`config.mk`:
```
export PLATFORM = sky130hd
export DESIGN_NAME = evdev_pointer_event_translator_core
export DESIGN_NICKNAME = d
export VERILOG_FILES = /design/src/ept_pkg.sv /design/src/ept_front.sv /design/src/ept_queue.sv /design/src/ept_scaler.sv /design/src/ept_back.sv /design/src/evdev_pointer_event_translator_core.sv
export SDC_FILE = /design/constraint.sdc
export NUM_CORES = 2
export LEC_CHECK = 0
export CAP_MARGIN = 20
export CORE_ASPECT_RATIO = 1.5
export CORE_UTILIZATION = 30
export CTS_CLUSTER_DIAMETER = 150
export DETAILED_ROUTE_END_ITERATION = 10
export DONT_BUFFER_PORTS = 1
export SETUP_SLACK_MARGIN = 0.5
export SLEW_MARGIN = 20
export SYNTH_ARGS = -nofsm -noshare
export SYNTH_HDL_FRONTEND = slang
export SYNTH_SLANG_ARGS = --single-unit
```
`constraint.sdc`:
```
create_clock -name clk -period 16 [get_ports clk]
set_clock_uncertainty 0.05 [all_clocks]
set_input_delay 3.2 -clock clk [delete_from_list [all_inputs] [get_ports clk]]
set_output_delay 3.2 -clock clk [all_outputs]
set_load 0.005 [all_outputs]
```
`src/ept_pkg.sv`:
```
// ----------------------------------------------------------------------------
// ept_pkg
// Shared types and constants of the pointer event translator.
// ----------------------------------------------------------------------------
package ept_pkg;

  // Event types
  localparam logic [4:0] EV_SYNC = 5'd0;
  localparam logic [4:0] EV_KEY  = 5'd1;
  localparam logic [4:0] EV_REL  = 5'd2;
  localparam logic [4:0] EV_ABS  = 5'd3;

  // Event codes
  localparam logic [9:0] CODE_AXIS_X     = 10'd0;
  localparam logic [9:0] CODE_AXIS_Y     = 10'd1;
  localparam logic [9:0] CODE_SYN_REPORT = 10'd0;
  localparam logic [9:0] CODE_MT_X       = 10'd53;
  localparam logic [9:0] CODE_MT_Y       = 10'd54;
  localparam logic [9:0] CODE_META_L     = 10'd125;
  localparam logic [9:0] CODE_META_R     = 10'd126;
  localparam logic [9:0] CODE_FINGER     = 10'd325;
  localparam logic [9:0] CODE_TOUCH      = 10'd330;
  localparam logic [9:0] CODE_BTN_LEFT   = 10'd272;
  localparam logic [9:0] CODE_BTN_RIGHT  = 10'd273;
  localparam logic [9:0] CODE_BTN_MIDDLE = 10'd274;

  // Result kinds
  localparam logic [1:0] KIND_REL = 2'd0;
  localparam logic [1:0] KIND_ABS = 2'd1;
  localparam logic [1:0] KIND_BTN = 2'd2;
  localparam logic [1:0] KIND_KEY = 2'd3;

  // Register indexes
  localparam logic [2:0] REG_SCREEN_WIDTH  = 3'd0;
  localparam logic [2:0] REG_SCREEN_HEIGHT = 3'd1;
  localparam logic [2:0] REG_AXIS_X_MIN    = 3'd2;
  localparam logic [2:0] REG_AXIS_X_MAX    = 3'd3;
  localparam logic [2:0] REG_AXIS_Y_MIN    = 3'd4;
  localparam logic [2:0] REG_AXIS_Y_MAX    = 3'd5;
  localparam logic [2:0] REG_TOUCHPAD      = 3'd6;
  localparam logic [2:0] REG_ABS_CAPABLE   = 3'd7;

  // Scaler operand widths
  localparam int DIFF_W = 33;
  localparam int MULT_W = 17;
  localparam int DEN_W  = 33;

  typedef enum logic [3:0] {
    OP_DROP,
    OP_REL_X,
    OP_REL_Y,
    OP_ABS_X,
    OP_ABS_Y,
    OP_SYNC,
    OP_META,
    OP_TOUCH,
    OP_BUTTON,
    OP_KEY
  } op_t;

  typedef struct packed {
    op_t                op;
    logic [9:0]         code;
    logic signed [31:0] value;
  } entry_t;

  typedef struct packed {
    logic [14:0]        screen_width;
    logic [14:0]        screen_height;
    logic signed [31:0] axis_x_min;
    logic signed [31:0] axis_x_max;
    logic signed [31:0] axis_y_min;
    logic signed [31:0] axis_y_max;
    logic               touchpad_mode;
    logic               absolute_capable;
  } cfg_t;

  typedef struct packed {
    logic                     start;
    logic signed [DIFF_W-1:0] diff;
    logic [MULT_W-1:0]        mult;
    logic [DEN_W-1:0]         den;
  } scl_req_t;

  typedef enum logic [2:0] {
    ST_IDLE,
    ST_X_START,
    ST_X_WAIT,
    ST_Y_START,
    ST_Y_WAIT,
    ST_EMIT
  } bk_state_t;

endpackage

```
`src/ept_front.sv`:
```
// ----------------------------------------------------------------------------
// ept_front
// Accepts input events, classifies them and drops those with no effect.
// ----------------------------------------------------------------------------
module ept_front
  import ept_pkg::*;
(
  input  logic               clk,
  input  logic               rst_n,
  input  logic               in_valid,
  output logic               in_ready,
  input  logic [4:0]         in_cmd,
  input  logic [9:0]         in_event_code,
  input  logic signed [31:0] in_event_value,
  output logic               push,
  output entry_t             push_entry,
  input  logic               q_full
);

  logic   vld_r;
  entry_t ent_r;
  op_t    op;

  always_comb begin
    op = OP_DROP;
    unique case (in_cmd)
      EV_REL: begin
        if (in_event_code == CODE_AXIS_X) op = OP_REL_X;
        else if (in_event_code == CODE_AXIS_Y) op = OP_REL_Y;
      end
      EV_ABS: begin
        if (in_event_code == CODE_AXIS_X || in_event_code == CODE_MT_X) op = OP_ABS_X;
        else if (in_event_code == CODE_AXIS_Y || in_event_code == CODE_MT_Y) op = OP_ABS_Y;
      end
      EV_SYNC: begin
        if (in_event_code == CODE_SYN_REPORT) op = OP_SYNC;
      end
      EV_KEY: begin
        if (in_event_code == CODE_META_L || in_event_code == CODE_META_R) op = OP_META;
        else if (in_event_code == CODE_TOUCH || in_event_code == CODE_FINGER) op = OP_TOUCH;
        else if (in_event_code == CODE_BTN_LEFT || in_event_code == CODE_BTN_RIGHT ||
                 in_event_code == CODE_BTN_MIDDLE) op = OP_BUTTON;
        else op = OP_KEY;
      end
      default: op = OP_DROP;
    endcase
  end

  assign push       = vld_r;
  assign push_entry = ent_r;
  assign in_ready   = !vld_r || !q_full;

  always_ff @(posedge clk) begin
    if (!rst_n) begin
      vld_r <= 1'b0;
    end else if (in_valid && in_ready) begin
      vld_r <= (op != OP_DROP);
    end else if (vld_r && !q_full) begin
      vld_r <= 1'b0;
    end
  end

  always_ff @(posedge clk) begin
    if (in_valid && in_ready) begin
      ent_r.op    <= op;
      ent_r.code  <= in_event_code;
      ent_r.value <= in_event_value;
    end
  end

endmodule

```
`src/ept_queue.sv`:
```
// ----------------------------------------------------------------------------
// ept_queue
// Small request queue between the front and back parts.
// ----------------------------------------------------------------------------
module ept_queue
  import ept_pkg::*;
#(
  parameter int DEPTH = 4
) (
  input  logic   clk,
  input  logic   rst_n,
  input  logic   push,
  input  entry_t push_entry,
  output logic   full,
  input  logic   pop,
  output logic   q_valid,
  output entry_t q_entry
);

  localparam int PW = (DEPTH > 1) ? $clog2(DEPTH) : 1;
  localparam int CW = $clog2(DEPTH + 1);

  entry_t        mem_r [DEPTH];
  logic [PW-1:0] wr_r, rd_r;
  logic [CW-1:0] cnt_r;
  logic          do_push, do_pop;

  assign full    = (cnt_r == CW'(DEPTH));
  assign q_valid = (cnt_r != '0);
  assign q_entry = mem_r[rd_r];
  assign do_push = push && !full;
  assign do_pop  = pop && q_valid;

  always_ff @(posedge clk) begin
    if (!rst_n) begin
      wr_r  <= '0;
      rd_r  <= '0;
      cnt_r <= '0;
    end else begin
      if (do_push) wr_r <= (wr_r == PW'(DEPTH - 1)) ? '0 : wr_r + 1'b1;
      if (do_pop)  rd_r <= (rd_r == PW'(DEPTH - 1)) ? '0 : rd_r + 1'b1;
      if (do_push && !do_pop) cnt_r <= cnt_r + 1'b1;
      else if (do_pop && !do_push) cnt_r <= cnt_r - 1'b1;
    end
  end

  always_ff @(posedge clk) begin
    if (do_push) mem_r[wr_r] <= push_entry;
  end

endmodule

```
`src/ept_scaler.sv`:
```
// ----------------------------------------------------------------------------
// ept_scaler
// trunc(diff * mult * 2^F / den) saturated to 32 bits; one quotient bit a cycle.
// ----------------------------------------------------------------------------
module ept_scaler
  import ept_pkg::*;
#(
  parameter int FRACTION_BITS = 8
) (
  input  logic               clk,
  input  logic               rst_n,
  input  scl_req_t           req,
  output logic               done,
  output logic signed [31:0] result
);

  localparam int PW  = DIFF_W + MULT_W;
  localparam int DVW = PW + FRACTION_BITS;
  localparam int CW  = $clog2(DVW + 1);

  logic [DVW-1:0]    dvd_r;
  logic [DEN_W-1:0]  rem_r, den_r;
  logic [CW-1:0]     cnt_r;
  logic              busy_r, neg_r, done_r;
  logic [DIFF_W-1:0] mag;
  logic [PW-1:0]     prod;
  logic [DEN_W:0]    rem_sh;
  logic              q_bit;
  logic              sat;

  assign mag    = req.diff[DIFF_W-1] ? DIFF_W'(-req.diff) : DIFF_W'(req.diff);
  assign prod   = PW'(mag) * PW'(req.mult);
  assign rem_sh = {rem_r, dvd_r[DVW-1]};
  assign q_bit  = (rem_sh >= {1'b0, den_r});

  always_ff @(posedge clk) begin
    if (!rst_n) begin
      busy_r <= 1'b0;
      done_r <= 1'b0;
      cnt_r  <= '0;
    end else begin
      done_r <= 1'b0;
      if (req.start && !busy_r) begin
        busy_r <= 1'b1;
        cnt_r  <= CW'(DVW);
      end else if (busy_r) begin
        cnt_r <= cnt_r - 1'b1;
        if (cnt_r == CW'(1)) begin
          busy_r <= 1'b0;
          done_r <= 1'b1;
        end
      end
    end
  end

  always_ff @(posedge clk) begin
    if (req.start && !busy_r) begin
      dvd_r <= DVW'(prod) << FRACTION_BITS;
      rem_r <= '0;
      den_r <= req.den;
      neg_r <= req.diff[DIFF_W-1];
    end else if (busy_r) begin
      rem_r <= q_bit ? DEN_W'(rem_sh - {1'b0, den_r}) : rem_sh[DEN_W-1:0];
      dvd_r <= {dvd_r[DVW-2:0], q_bit};
    end
  end

  // Quotient needs saturation once anything at or above bit 31 is set
  assign sat  = |dvd_r[DVW-1:31];
  assign done = done_r;

  always_comb begin
    if (!neg_r) result = sat ? 32'sh7fffffff : $signed(dvd_r[31:0]);
    else        result = sat ? 32'sh80000000 : -$signed(dvd_r[31:0]);
  end

endmodule

```
`src/ept_back.sv`:
```
// ----------------------------------------------------------------------------
// ept_back
// Executes classified requests, keeps pointer state and drives the results.
// ----------------------------------------------------------------------------
module ept_back
  import ept_pkg::*;
#(
  parameter int FRACTION_BITS = 8
) (
  input  logic               clk,
  input  logic               rst_n,
  input  cfg_t               cfg,
  input  logic               q_valid,
  input  entry_t             q_entry,
  output logic               pop,
  output logic               out_valid,
  input  logic               out_ready,
  output logic [1:0]         out_kind,
  output logic signed [31:0] out_delta_x,
  output logic signed [31:0] out_delta_y,
  output logic signed [31:0] out_position_x,
  output logic signed [31:0] out_position_y,
  output logic [9:0]         out_button_or_key,
  output logic               out_pressed,
  output logic               out_is_repeat,
  output logic               out_super_held
);

  localparam logic signed [31:0] UNKNOWN = -(32'sd1 <<< FRACTION_BITS);
  localparam int RW = 32 + FRACTION_BITS;

  bk_state_t          state_r, state_nxt;
  logic signed [31:0] cur_x_r, cur_y_r, last_x_r, last_y_r;
  logic               xu_r, yu_r, touch_r, super_r;

  logic [1:0]         res_kind_r;
  logic signed [31:0] res_dx_r, res_dy_r, res_px_r, res_py_r;
  logic [9:0]         res_code_r;
  logic               res_pr_r, res_rep_r;

  logic               out_valid_r;
  logic               out_free;

  scl_req_t           scl_req;
  logic               scl_done;
  logic signed [31:0] scl_res;

  logic               pr, rep, sync_act;
  logic signed [RW-1:0] rel_sh;
  logic signed [31:0] rel_d;
  logic signed [32:0] rx_raw, ry_raw;
  logic [31:0]        rx, ry;
  logic               x_ok, y_ok;
  logic signed [31:0] x_val, y_val;

  assign pr       = (q_entry.value != 32'sd0);
  assign rep      = (q_entry.value == 32'sd2);
  assign sync_act = (xu_r || yu_r) && cfg.absolute_capable;
  assign out_free = !out_valid_r || out_ready;

  assign rel_sh = RW'(q_entry.value) <<< FRACTION_BITS;
  always_comb begin
    if ((&rel_sh[RW-1:31]) || !(|rel_sh[RW-1:31])) rel_d = rel_sh[31:0];
    else rel_d = rel_sh[RW-1] ? 32'sh80000000 : 32'sh7fffffff;
  end

  // Empty or inverted axis range counts as one
  assign rx_raw = 33'(cfg.axis_x_max) - 33'(cfg.axis_x_min);
  assign ry_raw = 33'(cfg.axis_y_max) - 33'(cfg.axis_y_min);
  assign rx     = (rx_raw <= 33'sd0) ? 32'd1 : rx_raw[31:0];
  assign ry     = (ry_raw <= 33'sd0) ? 32'd1 : ry_raw[31:0];

  assign x_ok  = cfg.touchpad_mode ? (!last_x_r[31] && !cur_x_r[31]) : !cur_x_r[31];
  assign y_ok  = cfg.touchpad_mode ? (!last_y_r[31] && !cur_y_r[31]) : !cur_y_r[31];
  assign x_val = x_ok ? scl_res : (cfg.touchpad_mode ? 32'sd0 : UNKNOWN);
  assign y_val = y_ok ? scl_res : (cfg.touchpad_mode ? 32'sd0 : UNKNOWN);

  // Next state
  always_comb begin
    state_nxt = state_r;
    unique case (state_r)
      ST_IDLE: begin
        if (q_valid) begin
          unique case (q_entry.op)
            OP_REL_X, OP_REL_Y, OP_META, OP_TOUCH, OP_BUTTON, OP_KEY:
              state_nxt = ST_EMIT;
            OP_SYNC: begin
              if (sync_act && (!cfg.touchpad_mode || touch_r)) state_nxt = ST_X_START;
            end
            default: state_nxt = ST_IDLE;
          endcase
        end
      end
      ST_X_START: state_nxt = ST_X_WAIT;
      ST_X_WAIT:  if (scl_done) state_nxt = ST_Y_START;
      ST_Y_START: state_nxt = ST_Y_WAIT;
      ST_Y_WAIT: begin
        if (scl_done) begin
          if (!cfg.touchpad_mode || res_dx_r != 32'sd0 || y_val != 32'sd0)
            state_nxt = ST_EMIT;
          else
            state_nxt = ST_IDLE;
        end
      end
      ST_EMIT:    if (out_free) state_nxt = ST_IDLE;
      default:    state_nxt = ST_IDLE;
    endcase
  end

  // Outputs of the sequencer
  always_comb begin
    pop           = (state_r == ST_IDLE) && q_valid;
    scl_req.start = (state_r == ST_X_START) || (state_r == ST_Y_START);
    if (state_r == ST_Y_START || state_r == ST_Y_WAIT) begin
      scl_req.diff = cfg.touchpad_mode ? 33'(cur_y_r) - 33'(last_y_r)
                                       : 33'(cur_y_r) - 33'(cfg.axis_y_min);
      scl_req.mult = cfg.touchpad_mode ? MULT_W'({cfg.screen_height, 1'b0}) +
                                         MULT_W'(cfg.screen_height)
                                       : MULT_W'(cfg.screen_height);
      scl_req.den  = cfg.touchpad_mode ? {ry, 1'b0} : {1'b0, ry};
    end else begin
      scl_req.diff = cfg.touchpad_mode ? 33'(cur_x_r) - 33'(last_x_r)
                                       : 33'(cur_x_r) - 33'(cfg.axis_x_min);
      scl_req.mult = cfg.touchpad_mode ? MULT_W'({cfg.screen_width, 1'b0}) +
                                         MULT_W'(cfg.screen_width)
                                       : MULT_W'(cfg.screen_width);
      scl_req.den  = cfg.touchpad_mode ? {rx, 1'b0} : {1'b0, rx};
    end
  end

  ept_scaler #(.FRACTION_BITS(FRACTION_BITS)) u_scaler (
    .clk    (clk),
    .rst_n  (rst_n),
    .req    (scl_req),
    .done   (scl_done),
    .result (scl_res)
  );

  always_ff @(posedge clk) begin
    if (!rst_n) begin
      state_r     <= ST_IDLE;
      cur_x_r     <= -32'sd1;
      cur_y_r     <= -32'sd1;
      last_x_r    <= -32'sd1;
      last_y_r    <= -32'sd1;
      xu_r        <= 1'b0;
      yu_r        <= 1'b0;
      touch_r     <= 1'b0;
      super_r     <= 1'b0;
      out_valid_r <= 1'b0;
    end else begin
      state_r <= state_nxt;
      if (pop) begin
        unique case (q_entry.op)
          OP_ABS_X: begin
            cur_x_r <= q_entry.value;
            xu_r    <= 1'b1;
          end
          OP_ABS_Y: begin
            cur_y_r <= q_entry.value;
            yu_r    <= 1'b1;
          end
          OP_SYNC: begin
            if (sync_act) begin
              xu_r <= 1'b0;
              yu_r <= 1'b0;
            end
          end
          OP_META: super_r <= pr;
          OP_TOUCH: begin
            touch_r  <= pr;
            last_x_r <= pr ? cur_x_r : -32'sd1;
            last_y_r <= pr ? cur_y_r : -32'sd1;
          end
          default: ;
        endcase
      end
      // Touchpad: last position follows the current one after each report
      if (state_r == ST_Y_WAIT && scl_done && cfg.touchpad_mode) begin
        last_x_r <= cur_x_r;
        last_y_r <= cur_y_r;
      end
      if (state_r == ST_EMIT && out_free) out_valid_r <= 1'b1;
      else if (out_ready) out_valid_r <= 1'b0;
    end
  end

  // Result staging
  always_ff @(posedge clk) begin
    if (pop) begin
      res_kind_r <= KIND_KEY;
      res_dx_r   <= 32'sd0;
      res_dy_r   <= 32'sd0;
      res_px_r   <= UNKNOWN;
      res_py_r   <= UNKNOWN;
      res_code_r <= q_entry.code;
      res_pr_r   <= pr;
      res_rep_r  <= rep;
      unique case (q_entry.op)
        OP_REL_X, OP_REL_Y, OP_SYNC: begin
          res_kind_r <= (q_entry.op == OP_SYNC && !cfg.touchpad_mode) ? KIND_ABS : KIND_REL;
          res_code_r <= '0;
          res_pr_r   <= 1'b0;
          res_rep_r  <= 1'b0;
          if (q_entry.op == OP_REL_X) res_dx_r <= rel_d;
          if (q_entry.op == OP_REL_Y) res_dy_r <= rel_d;
        end
        OP_TOUCH: begin
          res_kind_r <= KIND_BTN;
          res_code_r <= CODE_BTN_LEFT;
        end
        OP_BUTTON: res_kind_r <= KIND_BTN;
        default:   res_kind_r <= KIND_KEY;
      endcase
    end
    if (state_r == ST_X_WAIT && scl_done) begin
      if (cfg.touchpad_mode) res_dx_r <= x_val;
      else res_px_r <= x_val;
    end
    if (state_r == ST_Y_WAIT && scl_done) begin
      if (cfg.touchpad_mode) res_dy_r <= y_val;
      else res_py_r <= y_val;
    end
  end

  always_ff @(posedge clk) begin
    if (state_r == ST_EMIT && out_free) begin
      out_kind          <= res_kind_r;
      out_delta_x       <= res_dx_r;
      out_delta_y       <= res_dy_r;
      out_position_x    <= res_px_r;
      out_position_y    <= res_py_r;
      out_button_or_key <= res_code_r;
      out_pressed       <= res_pr_r;
      out_is_repeat     <= res_rep_r;
      out_super_held    <= super_r;
    end
  end

  assign out_valid = out_valid_r;

  a_done_in_wait: assert property (@(posedge clk) disable iff (!rst_n)
    scl_done |-> (state_r == ST_X_WAIT || state_r == ST_Y_WAIT))
    else $error("scaler finished outside a wait state");

  a_flags_clear: assert property (@(posedge clk) disable iff (!rst_n)
    (state_r == ST_X_START || state_r == ST_X_WAIT || state_r == ST_Y_START ||
     state_r == ST_Y_WAIT) |-> (!xu_r && !yu_r))
    else $error("axis update flags set during a sync report");

  a_emit_loads: assert property (@(posedge clk) disable iff (!rst_n)
    (state_r == ST_EMIT && out_free) |=> (out_valid_r && state_r == ST_IDLE))
    else $error("result not loaded on emit");

endmodule

```
`src/evdev_pointer_event_translator_core.sv`:
```
// ----------------------------------------------------------------------------
// evdev_pointer_event_translator_core
// Turns input-device events into pointer motion, button and key results.
// ----------------------------------------------------------------------------
//  Channel  Direction  Handshake          Payload
//  in_      in         in_valid/in_ready  cmd, event_code, event_value
//  out_     out        out_valid/out_ready kind, deltas, positions, key, flags
//  cfg_     in         cfg_we             cfg_index, cfg_data
//
//  A non-sync request passes the front register, the queue, the back staging
//  and the output register. A sync report that acts on pending axis updates
//  runs the shared scaler twice, once per axis; one quotient bit per cycle.
//  Reset is synchronous, active low; state and config take their reset values.
//  A stalled output holds the back part; the queue keeps the front accepting until it fills.
// ----------------------------------------------------------------------------
module evdev_pointer_event_translator_core
  import ept_pkg::*;
#(
  parameter int FRACTION_BITS = 8,
  parameter int QUEUE_DEPTH   = 4
) (
  input  logic               clk,
  input  logic               rst_n,
  input  logic               in_valid,
  output logic               in_ready,
  input  logic [4:0]         in_cmd,
  input  logic [9:0]         in_event_code,
  input  logic signed [31:0] in_event_value,
  output logic               out_valid,
  input  logic               out_ready,
  output logic [1:0]         out_kind,
  output logic signed [31:0] out_delta_x,
  output logic signed [31:0] out_delta_y,
  output logic signed [31:0] out_position_x,
  output logic signed [31:0] out_position_y,
  output logic [9:0]         out_button_or_key,
  output logic               out_pressed,
  output logic               out_is_repeat,
  output logic               out_super_held,
  input  logic               cfg_we,
  input  logic [2:0]         cfg_index,
  input  logic [31:0]        cfg_data
);

  cfg_t   cfg_r;
  logic   push, q_full, pop, q_valid;
  entry_t push_entry, q_entry;

  // Config registers; the user must write them only while the block is idle, the block itself does not enforce it
  always_ff @(posedge clk) begin
    if (!rst_n) begin
      cfg_r.screen_width     <= 15'd1920;
      cfg_r.screen_height    <= 15'd1080;
      cfg_r.axis_x_min       <= 32'sd0;
      cfg_r.axis_x_max       <= 32'sd1;
      cfg_r.axis_y_min       <= 32'sd0;
      cfg_r.axis_y_max       <= 32'sd1;
      cfg_r.touchpad_mode    <= 1'b0;
      cfg_r.absolute_capable <= 1'b0;
    end else if (cfg_we) begin
      unique case (cfg_index)
        REG_SCREEN_WIDTH:  cfg_r.screen_width     <= cfg_data[14:0];
        REG_SCREEN_HEIGHT: cfg_r.screen_height    <= cfg_data[14:0];
        REG_AXIS_X_MIN:    cfg_r.axis_x_min       <= $signed(cfg_data);
        REG_AXIS_X_MAX:    cfg_r.axis_x_max       <= $signed(cfg_data);
        REG_AXIS_Y_MIN:    cfg_r.axis_y_min       <= $signed(cfg_data);
        REG_AXIS_Y_MAX:    cfg_r.axis_y_max       <= $signed(cfg_data);
        REG_TOUCHPAD:      cfg_r.touchpad_mode    <= cfg_data[0];
        REG_ABS_CAPABLE:   cfg_r.absolute_capable <= cfg_data[0];
        default: ;
      endcase
    end
  end

  // Front: accept and classify, drop events with no effect
  ept_front u_front (
    .clk            (clk),
    .rst_n          (rst_n),
    .in_valid       (in_valid),
    .in_ready       (in_ready),
    .in_cmd         (in_cmd),
    .in_event_code  (in_event_code),
    .in_event_value (in_event_value),
    .push           (push),
    .push_entry     (push_entry),
    .q_full         (q_full)
  );

  // Queue: decouple the front from the slow back part
  ept_queue #(.DEPTH(QUEUE_DEPTH)) u_queue (
    .clk        (clk),
    .rst_n      (rst_n),
    .push       (push),
    .push_entry (push_entry),
    .full       (q_full),
    .pop        (pop),
    .q_valid    (q_valid),
    .q_entry    (q_entry)
  );

  // Back: hold pointer state, scale, and drive results
  ept_back #(.FRACTION_BITS(FRACTION_BITS)) u_back (
    .clk               (clk),
    .rst_n             (rst_n),
    .cfg               (cfg_r),
    .q_valid           (q_valid),
    .q_entry           (q_entry),
    .pop               (pop),
    .out_valid         (out_valid),
    .out_ready         (out_ready),
    .out_kind          (out_kind),
    .out_delta_x       (out_delta_x),
    .out_delta_y       (out_delta_y),
    .out_position_x    (out_position_x),
    .out_position_y    (out_position_y),
    .out_button_or_key (out_button_or_key),
    .out_pressed       (out_pressed),
    .out_is_repeat     (out_is_repeat),
    .out_super_held    (out_super_held)
  );

endmodule
```
==> impl_metrics.env <==
export IMPL_status="completed"
export IMPL_worstMarginPinSlew_ps=1172
export IMPL_cts_tree="done"
export IMPL_drt_iter0_drc=4365
export IMPL_synthCells=7134
export IMPL_firstDrtPassIters=6
export IMPL_period_needed_ps=13160
export IMPL_r2r_end="u_back.u_scaler.dvd_r[54]"
export IMPL_grt_usage_pct=19.91
export IMPL_synth_area_top_cells="edfxtp_1 (21%), dfxtp_1 (14%), fa_1 (14%)"
export IMPL_final_hold_viol_count=0
export IMPL_async_reset_ff_share_pct=0
export IMPL_pin_count=232
export IMPL_arrival_ps=13580
export IMPL_fp_dieArea_um2=224300
export IMPL_area_growth_pct=10.23
export IMPL_path_clk_slew_ps=70
export IMPL_cts_root_buf="clkbuf_16"
export IMPL_ys_warn_count=0
export IMPL_die_h_um=579.5
export IMPL_fmax_mhz=76.01
export IMPL_via_per_inst=5.359
export IMPL_maxCapViolations=0
export IMPL_critical_path_depth=39
export IMPL_drv_slew=0
export IMPL_period_share_pct=82.23
export IMPL_synth_cell_type_count=105
export IMPL_initial_utilization_pct=30.22
export IMPL_post_cts_setup_buffer_count=0
export IMPL_gp_congestion=0.9545
export IMPL_critPathLaunchType="flip-flop"
export IMPL_r2r_start="cfg_r[1]"
export IMPL_setup_worst_path_end="u_back.u_scaler.dvd_r[54]"
export IMPL_cp_required_ps=16430
export IMPL_hpwl_um=174500
export IMPL_rsz0062_at_grt="no"
export IMPL_drive_above_1_share_pct=6.150
export IMPL_r2r_cells=39
export IMPL_grt_max_degree=308
export IMPL_synth_seq_cells=954
export IMPL_finalWirelength_um=228100
export IMPL_numPortBuffers=0
export IMPL_cts_buffers=103
export IMPL_synthesis_nets=8018
export IMPL_rows=211
export IMPL_grt_antenna_before_repair=14
export IMPL_clkSinkCount=954
export IMPL_startpoint="cfg_r[1]"
export IMPL_synth_main_ff_cell="dfxtp_1"
export IMPL_synth_edf_count=471
export IMPL_yosysSeqAreaShare_pct=35.70
export IMPL_cp_num_buf_inv=6
export IMPL_ctsHoldBuffers=0
export IMPL_die_w_um=387
export IMPL_end_kind="flip-flop"
export IMPL_design_core_area_um2=220700
export IMPL_h_tree_depth=3
export IMPL_grt_pass1_vias=53720
export IMPL_wire_per_inst_um=22.96
export IMPL_path_class="flip-flop to flip-flop"
export IMPL_vias=53250
export IMPL_clock_path_buffers=3
export IMPL_critPathTopFamily="compound AO/OA/AOI/OAI gates"
export IMPL_crit_top_cell="fa_1"
export IMPL_clkLatencyLatePin_ps=760
export IMPL_yosysTopAreaCell="edfxtp_1"
export IMPL_crit_path_top_delay_cell="buf_4"
export IMPL_crit_path_max_fanout=57
export IMPL_hp_class="flip-flop to flip-flop"
export IMPL_finalSetupViolCount=0
export IMPL_max_stage_delay_ps=870
export IMPL_syn_area_per_cell_um2=9.350
export IMPL_nets=7850
export IMPL_yosysTopAreaCellShare_pct=21.20
export IMPL_synthesis_area_um2=66700
export IMPL_cts_resized=0
export IMPL_grt_pass1_wl_um=338000
export IMPL_ant_nets=0
export IMPL_r2r_slack_ps=2840
export IMPL_tns_ps=0
export IMPL_drc=0
export IMPL_relSlewSlack_pct=19.64
export IMPL_grt_overflow_total=0
==> final cells by class <==
cell class / instances / area (um^2)
clock inverter: 73 / 972.2
multi-input combinational: 5109 / 39040
fill: 22640 / 147200
timing repair buffer: 92 / 688.2
tap: 2875 / 3597
antenna: 5 / 12.51
sequential: 954 / 23830
clock buffer: 123 / 2734
inverter: 706 / 2653
==> Yosys cell counts, drive strengths merged (55+ instances only) <==
master	number
nor3	90
edfxtp	471
xnor2	105
o22ai	98
buf	69
nor2b	96
a21oi	398
nand2b	64
dfxtp	483
o21ai	279
a21boi	169
ha	325
xor2	108
fa	472
nor2	358
a21o	104
a31oi	55
and2	162
inv	705
clkbuf	296
mux2i	115
nand2	1211
nand3	168
==> metal layers <==
layer	track usage [%]	share of wire, %	up-vias
met5	0	0.028	-
met4	10.58	5.8	8
met3	3.550	7.1	567
met2	35.07	49	2111
met1	22.93	38	26460
li1	-	-	24110
==> sequential cells by signal, summed over array words and instances (netlist names), 6 cells and up, named ones only <==
| name | cells |
|---|---|
| u_back.out_delta_y | 32 |
| u_back.out_position_x | 32 |
| u_back.last_x_r | 32 |
| u_back.u_scaler.dvd_r | 58 |
| u_back.cur_x_r | 32 |
| u_back.out_position_y | 32 |
| u_back.last_y_r | 32 |
| u_back.out_delta_x | 32 |
| u_back.res_py_r | 32 |
| u_back.res_px_r | 32 |
| u_back.u_scaler.cnt_r | 6 |
| cfg_r | 160 |
| u_back.cur_y_r | 32 |
| u_back.res_dy_r | 32 |
| u_queue.mem_r | 184 |
| u_back.u_scaler.den_r | 33 |
| u_back.res_code_r | 10 |
| u_back.u_scaler.rem_r | 33 |
| u_back.out_button_or_key | 10 |
| u_back.res_dx_r | 32 |
| u_front.push_entry | 46 |
==> placed cells by master (no fill, tap or decap), drive strengths merged, types with 33 or more instances in the layout <==
cell	instances
a21oi	398
o22ai	98
nand2b	64
buf	91
edfxtp	471
a21boi	169
a211oi	51
nand4	42
xor2	108
inv	719
clkinv	33
nor2	358
a21o	104
ha	325
o21a	39
a31oi	55
o21ai	279
mux2i	115
and2	162
mux4	53
o211ai	38
and3	47
a22o	51
fa	472
xnor2	105
clkbuf	124
nand2	1211
nor2b	96
nor4	36
nand3	168
or3	33
nor3	90
dfxtp	483
==> stage by stage <==
step	hold slack, ps	utilization [%]	instance area (um^2)	cells	worst slack (ps)
after global placement	358.0	31.60	69750	9734	2921
after global routing	386.6	33.31	73520	9934	2228
after floorplan	350.3	-	66700	7134	4965
final	364.4	33.31	73520	9937	2844
after detailed placement	356.8	31.62	69780	9735	2648
after CTS	358.4	33.30	73490	9931	2627
==> cells by family after synthesis <==
logic type,Yosys count,share of synthesized area (%)
AO/OA/AOI/OAI,1527,15.02
XOR/XNOR,213,2.797
adder cells (fa/ha/maj),797,20.26
buffers and inverters,1071,6.123
flip-flops,954,35.70
multiplexers,179,3.701
AND/OR/NAND/NOR,2393,16.40
==> worst min-delay path by stage <==
stage	startpoint	endpoint	slack, ps	depth (start not counted)
after floorplan	u_back.res_code_r[0]	u_back.out_button_or_key[0]	350	0
after global placement	u_back.res_code_r[6]	u_back.out_button_or_key[6]	360	0
after detailed placement	u_back.res_pr_r	u_back.out_pressed	360	0
after CTS	u_back.res_code_r[2]	u_back.out_button_or_key[2]	360	0
after global routing	u_back.res_rep_r	u_back.out_is_repeat	390	0
final	u_back.res_code_r[2]	u_back.out_button_or_key[2]	360	0
Power is left out: the tool's default activity adds up to more than one toggle a clock period on the data nets, which glitch-free logic cannot reach.
